**src/rtl/mss_pkg.sv**
```systemverilog
// shared types and constants for the multiplexed seven-segment driver
package mss_pkg;

  typedef enum logic [2:0] {
    OP_TICK     = 3'd0,
    OP_TEXT     = 3'd1,
    OP_NUMBER   = 3'd2,
    OP_TIME     = 3'd3,
    OP_BRIGHTER = 3'd4,
    OP_DIMMER   = 3'd5
  } op_t;

  localparam int CFG_IDX_W = 3;
  localparam int CFG_W     = 16;

  localparam logic [CFG_IDX_W-1:0] CFG_ON_MIN   = 3'd0;
  localparam logic [CFG_IDX_W-1:0] CFG_ON_MAX   = 3'd1;
  localparam logic [CFG_IDX_W-1:0] CFG_ON_STEP  = 3'd2;
  localparam logic [CFG_IDX_W-1:0] CFG_IV_MIN   = 3'd3;
  localparam logic [CFG_IDX_W-1:0] CFG_IV_MAX   = 3'd4;
  localparam logic [CFG_IDX_W-1:0] CFG_IV_STEP  = 3'd5;

  localparam logic [CFG_W-1:0] ON_MIN_RESET  = 16'd50;
  localparam logic [CFG_W-1:0] ON_MAX_RESET  = 16'd2000;
  localparam logic [CFG_W-1:0] ON_STEP_RESET = 16'd50;
  localparam logic [CFG_W-1:0] IV_MIN_RESET  = 16'd0;
  localparam logic [CFG_W-1:0] IV_MAX_RESET  = 16'd20000;
  localparam logic [CFG_W-1:0] IV_STEP_RESET = 16'd1000;

  typedef struct packed {
    logic busy;
    logic acc;
    logic lit;
  } scan_info_t;

endpackage

```
**src/rtl/mss_scan_ctrl.sv**
```systemverilog
// scan timing, request admission, brightness and configuration registers
module mss_scan_ctrl import mss_pkg::*; #(
  parameter int DIGITS     = 4,
  parameter int TICK_WIDTH = 16
) (
  input  logic                   clk,
  input  logic                   rst,
  input  logic                   accept,
  input  op_t                    op,
  input  logic                   cfg_write,
  input  logic [CFG_IDX_W-1:0]   cfg_index,
  input  logic [CFG_W-1:0]       cfg_data,
  output scan_info_t             info,
  output logic [$clog2(DIGITS+1)-1:0] idx
);

  localparam int NSLOTS = DIGITS + 1;
  localparam int SLW    = $clog2(NSLOTS);
  localparam int CNTW   = $clog2(NSLOTS + 1);
  localparam int CW     = (TICK_WIDTH > CFG_W) ? TICK_WIDTH : CFG_W;

  logic [CFG_W-1:0] on_min, on_max, on_step, iv_min, iv_max, iv_step;

  logic [CFG_W-1:0]      lit_time, lit_time_next;
  logic [CFG_W-1:0]      redraw_pause, redraw_pause_next;
  logic [TICK_WIDTH-1:0] since_frame, since_frame_next;
  logic [SLW-1:0]        slot_index, slot_index_next;
  logic [CNTW-1:0]       slot_count, slot_count_next;
  logic [CFG_W-1:0]      dwell_count, dwell_count_next;
  logic                  scanning, scanning_next;

  logic            show_ok;
  logic [CFG_W:0]  dwell_sum;
  logic [CNTW-1:0] idx_inc;
  logic [CFG_W:0]  lit_sum, pause_sum;
  logic [CFG_W-1:0] lit_sub, pause_sub;

  always_ff @(posedge clk) begin
    if (rst) begin
      on_min  <= ON_MIN_RESET;
      on_max  <= ON_MAX_RESET;
      on_step <= ON_STEP_RESET;
      iv_min  <= IV_MIN_RESET;
      iv_max  <= IV_MAX_RESET;
      iv_step <= IV_STEP_RESET;
    end else if (cfg_write) begin
      case (cfg_index)
        CFG_ON_MIN:  on_min  <= cfg_data;
        CFG_ON_MAX:  on_max  <= cfg_data;
        CFG_ON_STEP: on_step <= cfg_data;
        CFG_IV_MIN:  iv_min  <= cfg_data;
        CFG_IV_MAX:  iv_max  <= cfg_data;
        CFG_IV_STEP: iv_step <= cfg_data;
        default: ;
      endcase
    end
  end

  assign show_ok   = !scanning && (CW'(since_frame) >= CW'(redraw_pause));
  assign dwell_sum = {1'b0, dwell_count} + 1'b1;
  assign idx_inc   = CNTW'(slot_index) + 1'b1;
  assign lit_sum   = {1'b0, lit_time} + {1'b0, on_step};
  assign pause_sum = {1'b0, redraw_pause} + {1'b0, iv_step};
  assign lit_sub   = (lit_time > on_step) ? lit_time - on_step : '0;
  assign pause_sub = (redraw_pause > iv_step) ? redraw_pause - iv_step : '0;

  always_comb begin
    lit_time_next     = lit_time;
    redraw_pause_next = redraw_pause;
    since_frame_next  = since_frame;
    slot_index_next   = slot_index;
    slot_count_next   = slot_count;
    dwell_count_next  = dwell_count;
    scanning_next     = scanning;
    case (op)
      OP_TICK: begin
        if (scanning) begin
          if (dwell_sum >= {1'b0, lit_time}) begin
            dwell_count_next = '0;
            if (idx_inc >= slot_count) begin
              scanning_next    = 1'b0;
              slot_index_next  = '0;
              since_frame_next = '0;
            end else begin
              slot_index_next = idx_inc[SLW-1:0];
            end
          end else begin
            dwell_count_next = dwell_sum[CFG_W-1:0];
          end
        end else if (since_frame != '1) begin
          since_frame_next = since_frame + 1'b1;
        end
      end
      OP_TEXT, OP_NUMBER, OP_TIME: begin
        if (show_ok) begin
          slot_count_next  = (op == OP_TIME) ? CNTW'(NSLOTS) : CNTW'(DIGITS);
          slot_index_next  = '0;
          dwell_count_next = '0;
          scanning_next    = 1'b1;
        end
      end
      OP_BRIGHTER: begin
        if (redraw_pause > iv_min) begin
          redraw_pause_next = (pause_sub > iv_min) ? pause_sub : iv_min;
        end else begin
          lit_time_next = (lit_sum < {1'b0, on_max}) ? lit_sum[CFG_W-1:0] : on_max;
        end
      end
      OP_DIMMER: begin
        if (lit_time > on_min) begin
          lit_time_next = (lit_sub > on_min) ? lit_sub : on_min;
        end else begin
          redraw_pause_next = (pause_sum < {1'b0, iv_max}) ? pause_sum[CFG_W-1:0] : iv_max;
        end
      end
      default: ;
    endcase
  end

  always_ff @(posedge clk) begin
    if (rst) begin
      lit_time     <= ON_MAX_RESET;
      redraw_pause <= IV_MIN_RESET;
      since_frame  <= '1;
      slot_index   <= '0;
      slot_count   <= '0;
      dwell_count  <= '0;
      scanning     <= 1'b0;
    end else if (accept) begin
      lit_time     <= lit_time_next;
      redraw_pause <= redraw_pause_next;
      since_frame  <= since_frame_next;
      slot_index   <= slot_index_next;
      slot_count   <= slot_count_next;
      dwell_count  <= dwell_count_next;
      scanning     <= scanning_next;
    end
  end

  assign info.busy = scanning;
  assign info.acc  = show_ok && (op == OP_TEXT || op == OP_NUMBER || op == OP_TIME);
  assign info.lit  = scanning && (CNTW'(slot_index) < slot_count);
  assign idx       = slot_index;

endmodule

```
**config.mk**
```make
export PLATFORM = sky130hd
export DESIGN_NAME = mss_scan_ctrl
export DESIGN_NICKNAME = d
export VERILOG_FILES = /design/src/rtl/mss_pkg.sv /design/src/rtl/mss_scan_ctrl.sv
export SDC_FILE = /design/constraint.sdc
export NUM_CORES = 1
export LEC_CHECK = 0
export BUFFER_PORTS_ARGS = -buffer_cell sky130_fd_sc_hd__buf_2
export CAP_MARGIN = 25
export CORE_MARGIN = 2
export CORE_UTILIZATION = 41
export DETAILED_ROUTE_END_ITERATION = 8
export PLACE_DENSITY = 0.64
export SLEW_MARGIN = 10
export SYNTH_ARGS = -nofsm -noshare
export SYNTH_HDL_FRONTEND = slang
export SYNTH_SLANG_ARGS = --single-unit
```
**constraint.sdc**
```tcl
create_clock -name clk -period 6.4 [get_ports clk]
set_clock_uncertainty 0.1 [all_clocks]
set_input_delay 1.28 -clock clk [delete_from_list [all_inputs] [get_ports clk]]
set_output_delay 1.28 -clock clk [all_outputs]
set_load 0.03 [all_outputs]
```
# [Word-level counts from Yosys, hierarchy flattened]
# Index checks and enable logic that the tools add are counted.
[word_totals] regBits=167 wordCells=108 output_inout_bits=6 input_bits=26
[op_classes] n_addsub=7 n_mux=31 eq_ne=20 n_reduce_logical=25 n_lt_le_gt_ge=12
[op_table] cell="$mux W16" count=17
[op_table] cell="$gt A16 B16 Y1" count=6
[op_table] cell="$pmux W16 S2" count=3
[op_table] cell="$add A16 B16 Y17" count=2
[op_table] cell="$lt A17 B16 Y1" count=2
[op_table] cell="$sub A16 B16 Y16" count=2
[op_table] cell="$add A16 B1 Y17 const B" count=1
[op_table] cell="$ge A17 B16 Y1" count=1
[op_table] cell="$add A16 B1 Y16 const B" count=1
[op_table] cell="$ge A16 B16 Y1" count=1
[op_table] cell="$ne A16 B16 Y1 const B" count=1
[op_table] cell="$ne A2 B2 Y1 const B" count=7
[op_table] cell="$eq A3 B2 Y1 const B" count=4
[op_table] cell="$eq A3 B3 Y1 const B" count=4
[op_table] cell="$mux W3" count=4
[op_table] cell="$reduce_and A2 Y1" count=6
[op_table] cell="$reduce_and A4 Y1" count=3
[op_table] cell="$reduce_and A5 Y1" count=2
[op_table] cell="$eq A3 B1 Y1 const B" count=2
[op_table] cell="$logic_not A3 Y1" count=2
[op_table] cell="$pmux W3 S2" count=1
[op_table] cell="$reduce_and A3 Y1" count=2
[op_table] cell="$reduce_bool A2 Y1" count=3
[op_table] cell="$mux W1" count=5
[op_table] cell="other kinds (9)" count=13

# [Depth between registers and ports, before layout]
# Gate-level depths: netlist of run 1.
[logic_depth] word_depth=6 depth_mapped=22

# [Least setup slack after synthesis of run 1]
# No wires, ideal clock.
[synth_path] path_type="reg2reg" startpoint="register redraw_pause[0]" endpoint="register redraw_pause[3]" synth_period_minus_slack_ns=4.537 t_arrival_ns=4.320 path_stages_with_launch=22 path_slack_ns=1.863 t_required_ns=6.183 path_cell_list="dfxtp_1 > inv_1 > ha_1 > inv_1 > fa_1 > a211oi_1 > o21ai_0 > and2_1 > a211o_1 > nand2_1 > buf_2 > buf_2 > nor2_1 > ha_1 > and4_1 > and3_1 > o221a_2 > o21ai_0 > clkbuf_1 > mux2i_1 > mux2i_1 > a22o_1"
[synth_via] elab_chain_cells=6 elab_cells_between_ends=14
[synth_rtl] item="from (decl)" line="mss_scan_ctrl.sv:25" rtl="logic [CFG_W-1:0] redraw_pause, redraw_pause_next;"
[synth_rtl] item="from (signal assigned)" line="mss_scan_ctrl.sv:131" rtl="redraw_pause <= redraw_pause_next;"
[synth_rtl] item="$sub A16 B16 Y16 / $gt A16 B16 Y1 (equally long branches)" line="mss_scan_ctrl.sv:65" rtl="assign pause_sub = (redraw_pause > iv_step) ? redraw_pause - iv_step : '0;"
[synth_rtl] item="$mux W16" line="mss_scan_ctrl.sv:65"
[synth_rtl] item="$gt A16 B16 Y1" line="mss_scan_ctrl.sv:104" rtl="redraw_pause_next = (pause_sub > iv_min) ? pause_sub : iv_min;"
[synth_rtl] item="$mux W16" line="mss_scan_ctrl.sv:104"
[synth_rtl] item="$mux W16" line="mss_scan_ctrl.sv:103" rtl="if (redraw_pause > iv_min) begin"
[synth_rtl] item="$pmux W16 S2" line="mss_scan_ctrl.sv:75" rtl="case (op)"
# Several ways; a longest one is shown, not always the timed one. The select of a mux whose other input is x is not followed.
# A chain may end at the register's enable or synchronous reset.

# [Worst setup path after layout of run 1]
[layout_path] startpoint="register redraw_pause[0]" endpoint="register redraw_pause[7]"
# The elaborated chain is that of the path after synthesis.

==> results of run 1 <==
## cell type report
type	count	share of cell area, %
Clock inverter	10	0.807
Multi-Input combinational cell	1430	64.6
Sequential cell	166	21.9
Tap cell	455	3.75
Inverter	167	4.13
Clock buffer	21	3.03
Timing Repair Buffer	46	1.85
## worst min-delay path, delay by kind of cell (launching register included)
kind	cells	cell delay, ns
AO/OA/AOI/OAI	1	0.05
flip-flops	1	0.31
AND/OR/NAND/NOR	1	0.05
## power by group through the flow
stage	registers, uW	clock network, uW	logic (uW)
after floorplan	1110	0	1090
after global placement	1130	0	1370
after detailed placement	1130	0	1400
after CTS	1110	1060	1410
after global routing	1120	1110	1610
final	1110	1050	1460
## flip-flops by register name, summed over array words and instances (netlist names)
signal	flops
since_frame	16
scanning	1
dwell_count	16
iv_min	16
redraw_pause	16
on_step	16
lit_time	16
iv_max	16
slot_count	2
iv_step	16
idx	3
on_max	16
on_min	16
## per-stage QoR
stage | worst slack, ns | total power, uW | utilization (%) | instance area, um^2
2_1_floorplan | 1.86 | 2200 | - | 14200
3_3_place_gp | 1.07 | 2510 | 42.4 | 14500
3_5_place_dp | 0.932 | 2540 | 42.5 | 14600
4_1_cts | 0.924 | 3580 | 44.2 | 15100
5_1_grt | 0.399 | 3840 | 44.3 | 15200
6_report | 0.880 | 3620 | 44.3 | 15200
## layout by cell type (no fill, tap or decap), types with 20 or more instances in the layout
cell type,n
nand2_1,272
dfxtp_1,166
nand3_1,40
nand2b_1,20
nand4_1,22
mux2i_1,26
a211o_1,32
ha_1,197
o31ai_1,21
o21ai_0,49
inv_1,167
a21oi_1,180
a21o_1,23
nor2_1,118
xnor2_1,47
buf_2,30
nor3_1,40
## layer usage
layer	track usage [%]	up-vias	part of all wire (%)
li1	-	6538	-
met3	2.73	81	4.8
met1	31.5	6308	45
met4	8.35	0	3.6
met2	40.9	410	46
met5	0	-	0
## worst paths after layout
path	end	cells past startpoint	start	slack (ns)
hold reg to reg	iv_max[8]	2	iv_max[8]	0.36
setup / recovery	redraw_pause[7]	18	redraw_pause[0]	0.88
setup reg to reg	redraw_pause[7]	18	redraw_pause[0]	0.88
hold / removal	iv_max[8]	2	iv_max[8]	0.36
## logic make-up (layout without fill, tap and decap cells)
logic type / Yosys count / after routing / share of synthesized area (%)
AOI/OAI and AO/OA: 484 / 484 / 23.2
adders and majority gates: 201 / 201 / 18.0
xor gates and xnor gates: 60 / 60 / 3.71
muxes: 30 / 30 / 2.16
buffers and inverters: 257 / 244 / 7.44
and+or+nand+nor: 655 / 655 / 22.1
DFF: 166 / 166 / 23.5
==> impl_metrics.json, run 1 <==
{
  "outcome": "completed",
  "p_leak_uw": 0.00648,
  "dieArea_um2": 36000,
  "finalHoldViolCount": 0,
  "timing.setup.tns_ns": 0,
  "drt.antenna.violating_nets": 0,
  "num_vias": 13300,
  "synth_fp_nets": 2080,
  "multi_input_area_um2": 9800,
  "slowest_delay_ns": 0.79,
  "ff_latch_area_um2": 3320,
  "relSlewSlack_pct": 33.5,
  "maxCapViolations": 0,
  "fillerInstances": 3462,
  "syn_area_per_cell_um2": 7.64,
  "io_pins": 32,
  "critical_path_class": "reg2reg",
  "grt_pass1_vias": 12800,
  "cts_setup_buffers": 0,
  "cp_slowest_cell": "o21ai_2",
  "cp-end-kind": "flop",
  "combPwrFrac_pct": 40.2,
  "p_seq_share_pct": 30.7,
  "syn-cell-area_um2": 14200,
  "antenna_found_initial": 0,
  "p_switching_uw": 1410,
  "coreArea_um2": 34300,
  "clk_pin_slew_ns": 0.06,
  "gr-total-overflow": 0,
  "critPathBufInv": 3,
  "fin_cells": 2295,
  "port_buffers": 31,
  "clk_path_buf_depth": 2,
  "synth_edf_count": 0,
  "initial_utilization_pct": 41.3,
  "swShare_pct": 38.9,
  "whs_ns": 0.356,
  "cpLargestDelayFamily": "compound AO/OA/AOI/OAI gates",
  "firstDrtPassIters": 5,
  "num_antenna_cells": 0,
  "holdBufCountCts": 0,
  "fin_crit_sh_pct": 86.3,
  "intPower_uw": 2210,
  "worstMarginPinSlew_ns": 0.998,
  "yosys-top-cells-area": "dfxtp_1 23%, ha_1 17%, nand2_1 7.2%, a21oi_1 6.4%, inv_1 4.4%",
  "arrival_ns": 5.74,
  "yosys.area.top_type_share_pct": 23.5,
  "synth_most_common_cell": "nand2_1",
  "row_count": 68,
  "die_w_um": 190,
  "synth-main-ff-cell": "dfxtp_1",
  "postSynthCellCount": 1853,
  "path_cells": "inv_1 -> ha_1 -> inv_1 -> fa_1 -> a211oi_1 -> o21ai_0 -> and2_1 -> a211o_1 -> nand2_1 -> nor2_1 -> ha_1 -> and4_1 -> and3_1 -> o221a_2 -> o21ai_2 -> buf_4 -> o31ai_1 -> a32o_1",
  "drive_gt1_share_pct": 6.14,
  "nets": 2055,
  "gp_congestion": 0.992,
  "post-route-min-period_ns": 5.52,
  "setup_viol": 0,
  "grt_pass1_wl_um": 68900,
  "ctsResizeCount": 0,
  "min_path_type": "reg2reg",
  "ir_drop_mv": 0.220,
  "cts.sinks": 166,
  "netlist_top_cells_count": "272 x nand2_1, 197 x ha_1, 180 x a21oi_1",
  "drv_slew": 0,
  "h-tree-depth": 4,
  "cts_buffers": 17,
  "ys_seq_area_share_pct": 23.5,
  "track_usage_pct": 24.0,
  "vias_per_cell": 5.81,
  "startpoint_type": "flop",
  "drtIter0Drc": 1209,
  "drt-total-wl_um": 43100,
  "synth_cell_types": 82,
  "ys_async_sr_fraction_pct": 0,
  "grt_max_degree": 74,
  "cts_tree": "built",
  "clkPwrFrac_pct": 29.1,
  "dpl.hpwl_um": 33200,
  "rsz0062_at_grt": "no",
  "yosys.area.top_type": "dfxtp_1",
  "die_y_um": 190,
  "ys_ff_latch": 166,
  "area_growth_pct": 7.24,
  "placed_cells": 2259,
  "wire_per_inst_um": 18.8,
  "synth_warnings": 0,
  "timing.fmax_ghz": 0.181,
  "drc_errors": 0,
  "root_buffer": "clkbuf_16",
  "required_ns": 6.62,
  "clk_latency_ns": 0.43,
  "crit_fanout": 25,
  "power.density_nw_per_um2": 238
}
Note: power is estimated with default switching activity, not from simulation.
==> inputs of run 2 (changes only) <==
Settings changed: PLACE_DENSITY 0.64 to default, PLACE_DENSITY_LB_ADDON from default to 0.2.
==> run 2 against run 1 <==
  * Cell area rose by 0.64%
  * Cell count stayed put
  * Worst setup slack improved by 0.21 ns
  * Sequential power is essentially flat
  * Register-to-register slack gained 0.21 ns
  * Combinational power about the same
  * Maximum frequency grew 4.0%
  * Sequential share of layout area is 0.14 points lower
  * Die area unchanged
  * Flip-flop and latch count unchanged
  * Global-route usage up 0.22 points
  * Critical endpoint is now redraw_pause[14]
  * Largest cell class unchanged
  * Highest routed layer unchanged
==> impl_metrics.json, run 2 (synthesis gave the netlist of run 1 again) <==
{
  "critical_path_class": "reg2reg",
  "final_common_cell": "nand2_1",
  "grt_pass1_vias": 12400,
  "timing.fmax_ghz": 0.188,
  "drive_gt1_share_pct": 6.20,
  "setup_viol": 0,
  "drt-total-wl_um": 43700,
  "clk_latency_ns": 0.44,
  "multi_input_area_um2": 9800,
  "power.density_nw_per_um2": 247,
  "grtUsageMet3_pct": 3.91,
  "grtUsageMet1_pct": 32.2,
  "root_buffer": "clkbuf_16",
  "track_usage_pct": 24.3,
  "p_leak_uw": 0.00652,
  "required_ns": 6.58,
  "startpoint_type": "flop",
  "fin_crit_sh_pct": 82.9,
  "vias_per_cell": 5.72,
  "drc_errors": 0,
  "dpl.hpwl_um": 33700,
  "combPwrFrac_pct": 38.8,
  "timing.setup.tns_ns": 0,
  "reg2reg_setup_slack_ns": 1.09,
  "firstDrtPassIters": 5,
  "die_w_um": 190,
  "hp-start": "iv_max[7]",
  "coreArea_um2": 34300,
  "cp-end-kind": "flop",
  "row_count": 68,
  "cts_tree": "built",
  "clk_pin_slew_ns": 0.07,
  "met2_usage_pct": 39.0,
  "ctsResizeCount": 0,
  "crit_fanout": 31,
  "grt_pass1_wl_um": 68300,
  "grt_max_degree": 79,
  "gr-total-overflow": 0,
  "ir_drop_mv": 0.191,
  "drt.antenna.violating_nets": 0,
  "min_path_type": "reg2reg",
  "cts_setup_buffers": 0,
  "port_buffers": 31,
  "gp_congestion": 0.928,
  "dieArea_um2": 36000,
  "p_seq_share_pct": 29.3,
  "final_cell_mix": "272 x nand2_1, 197 x ha_1, 180 x a21oi_1, 167 x inv_1, 166 x dfxtp_1",
  "outcome": "completed",
  "startpoint": "redraw_pause[0]",
  "nets": 2054,
  "num_antenna_cells": 0,
  "io_pins": 32,
  "initial_utilization_pct": 41.3,
  "antenna_found_initial": 0,
  "intPower_uw": 2350,
  "area_growth_pct": 7.93,
  "die_y_um": 190,
  "ff_latch_area_um2": 3320,
  "drv_slew": 0,
  "worstMarginPinSlew_ns": 0.971,
  "arrival_ns": 5.48,
  "fillerInstances": 3499,
  "wire_per_inst_um": 19.0,
  "grt_busiest_layer": "met2",
  "r2r_start": "redraw_pause[0]",
  "post-route-min-period_ns": 5.31,
  "clkPwrFrac_pct": 32.0,
  "relSlewSlack_pct": 35.1,
  "clk_path_buf_depth": 2,
  "cts_buffers": 17,
  "holdBufCountCts": 0,
  "fin_util_pct": 44.6,
  "rsz0062_at_grt": "no",
  "drtIter0Drc": 991,
  "maxCapViolations": 0,
  "finalHoldViolCount": 0,
  "h-tree-depth": 4,
  "swShare_pct": 38.0,
  "num_vias": 13100,
  "p_switching_uw": 1440,
  "cts.sinks": 166
}
## run 2: power by group through the flow
stage | Clock, uW | Combinational, uW | Sequential [uW]
after floorplan | 0 | 1090 | 1110
after global placement | 0 | 1400 | 1130
after detailed placement | 0 | 1420 | 1130
after CTS | 1240 | 1430 | 1110
after global routing | 1270 | 1610 | 1110
final | 1210 | 1470 | 1110
## run 2: final timing paths
path                                         end  cells after the start
worst min register to register         iv_max[7]                      2
worst max-delay path            redraw_pause[14]                     19
worst max register to register  redraw_pause[14]                     19
worst min-delay path                   iv_max[7]                      2
## run 2: area by class of cell
class	count	area share, %
Sequential cell	166	21.7
Inverter	167	4.10
Timing Repair Buffer	45	1.87
Tap cell	455	3.72
Clock inverter	14	1.62
Clock buffer	18	2.81
Multi-Input combinational cell	1430	64.1
## run 2: worst max-delay path, stage by stage (launching register included)
cell	delay (ns)
dfxtp_1	0.34
inv_1	0.12
ha_1	0.19
inv_1	0.06
fa_1	0.42
a211oi_1	0.39
o21ai_0	0.23
and2_1	0.25
a211o_1	0.35
nand2_1	0.74
nor2_1	0.12
ha_1	0.34
and4_1	0.25
and3_1	0.18
o221a_2	0.13
o21ai_2	0.13
buf_4	0.33
nor4_1	0.09
a311oi_1	0.29
a221oi_1	0.11
## run 2: per-layer routing
layer	wire length [um]	up-vias	share of wire, %
met5	0	-	0
met4	1660	0	3.8
met3	2090	70	4.8
met2	19700	329	45
met1	20300	6202	46
li1	-	6531	-
## run 2: per-stage QoR
stage | hold WS, ns | cell area (um^2) | instances | power [uW] | worst slack, ns
6_report | 0.354 | 15300 | 2295 | 3780 | 1.09
3_5_place_dp | 0.347 | 14600 | 2261 | 2550 | 1.06
5_1_grt | 0.376 | 15300 | 2295 | 3990 | 0.680
3_3_place_gp | 0.344 | 14500 | 2257 | 2530 | 1.15
2_1_floorplan | 0.336 | 14200 | 1853 | 2200 | 1.86
4_1_cts | 0.356 | 15300 | 2293 | 3770 | 1.04
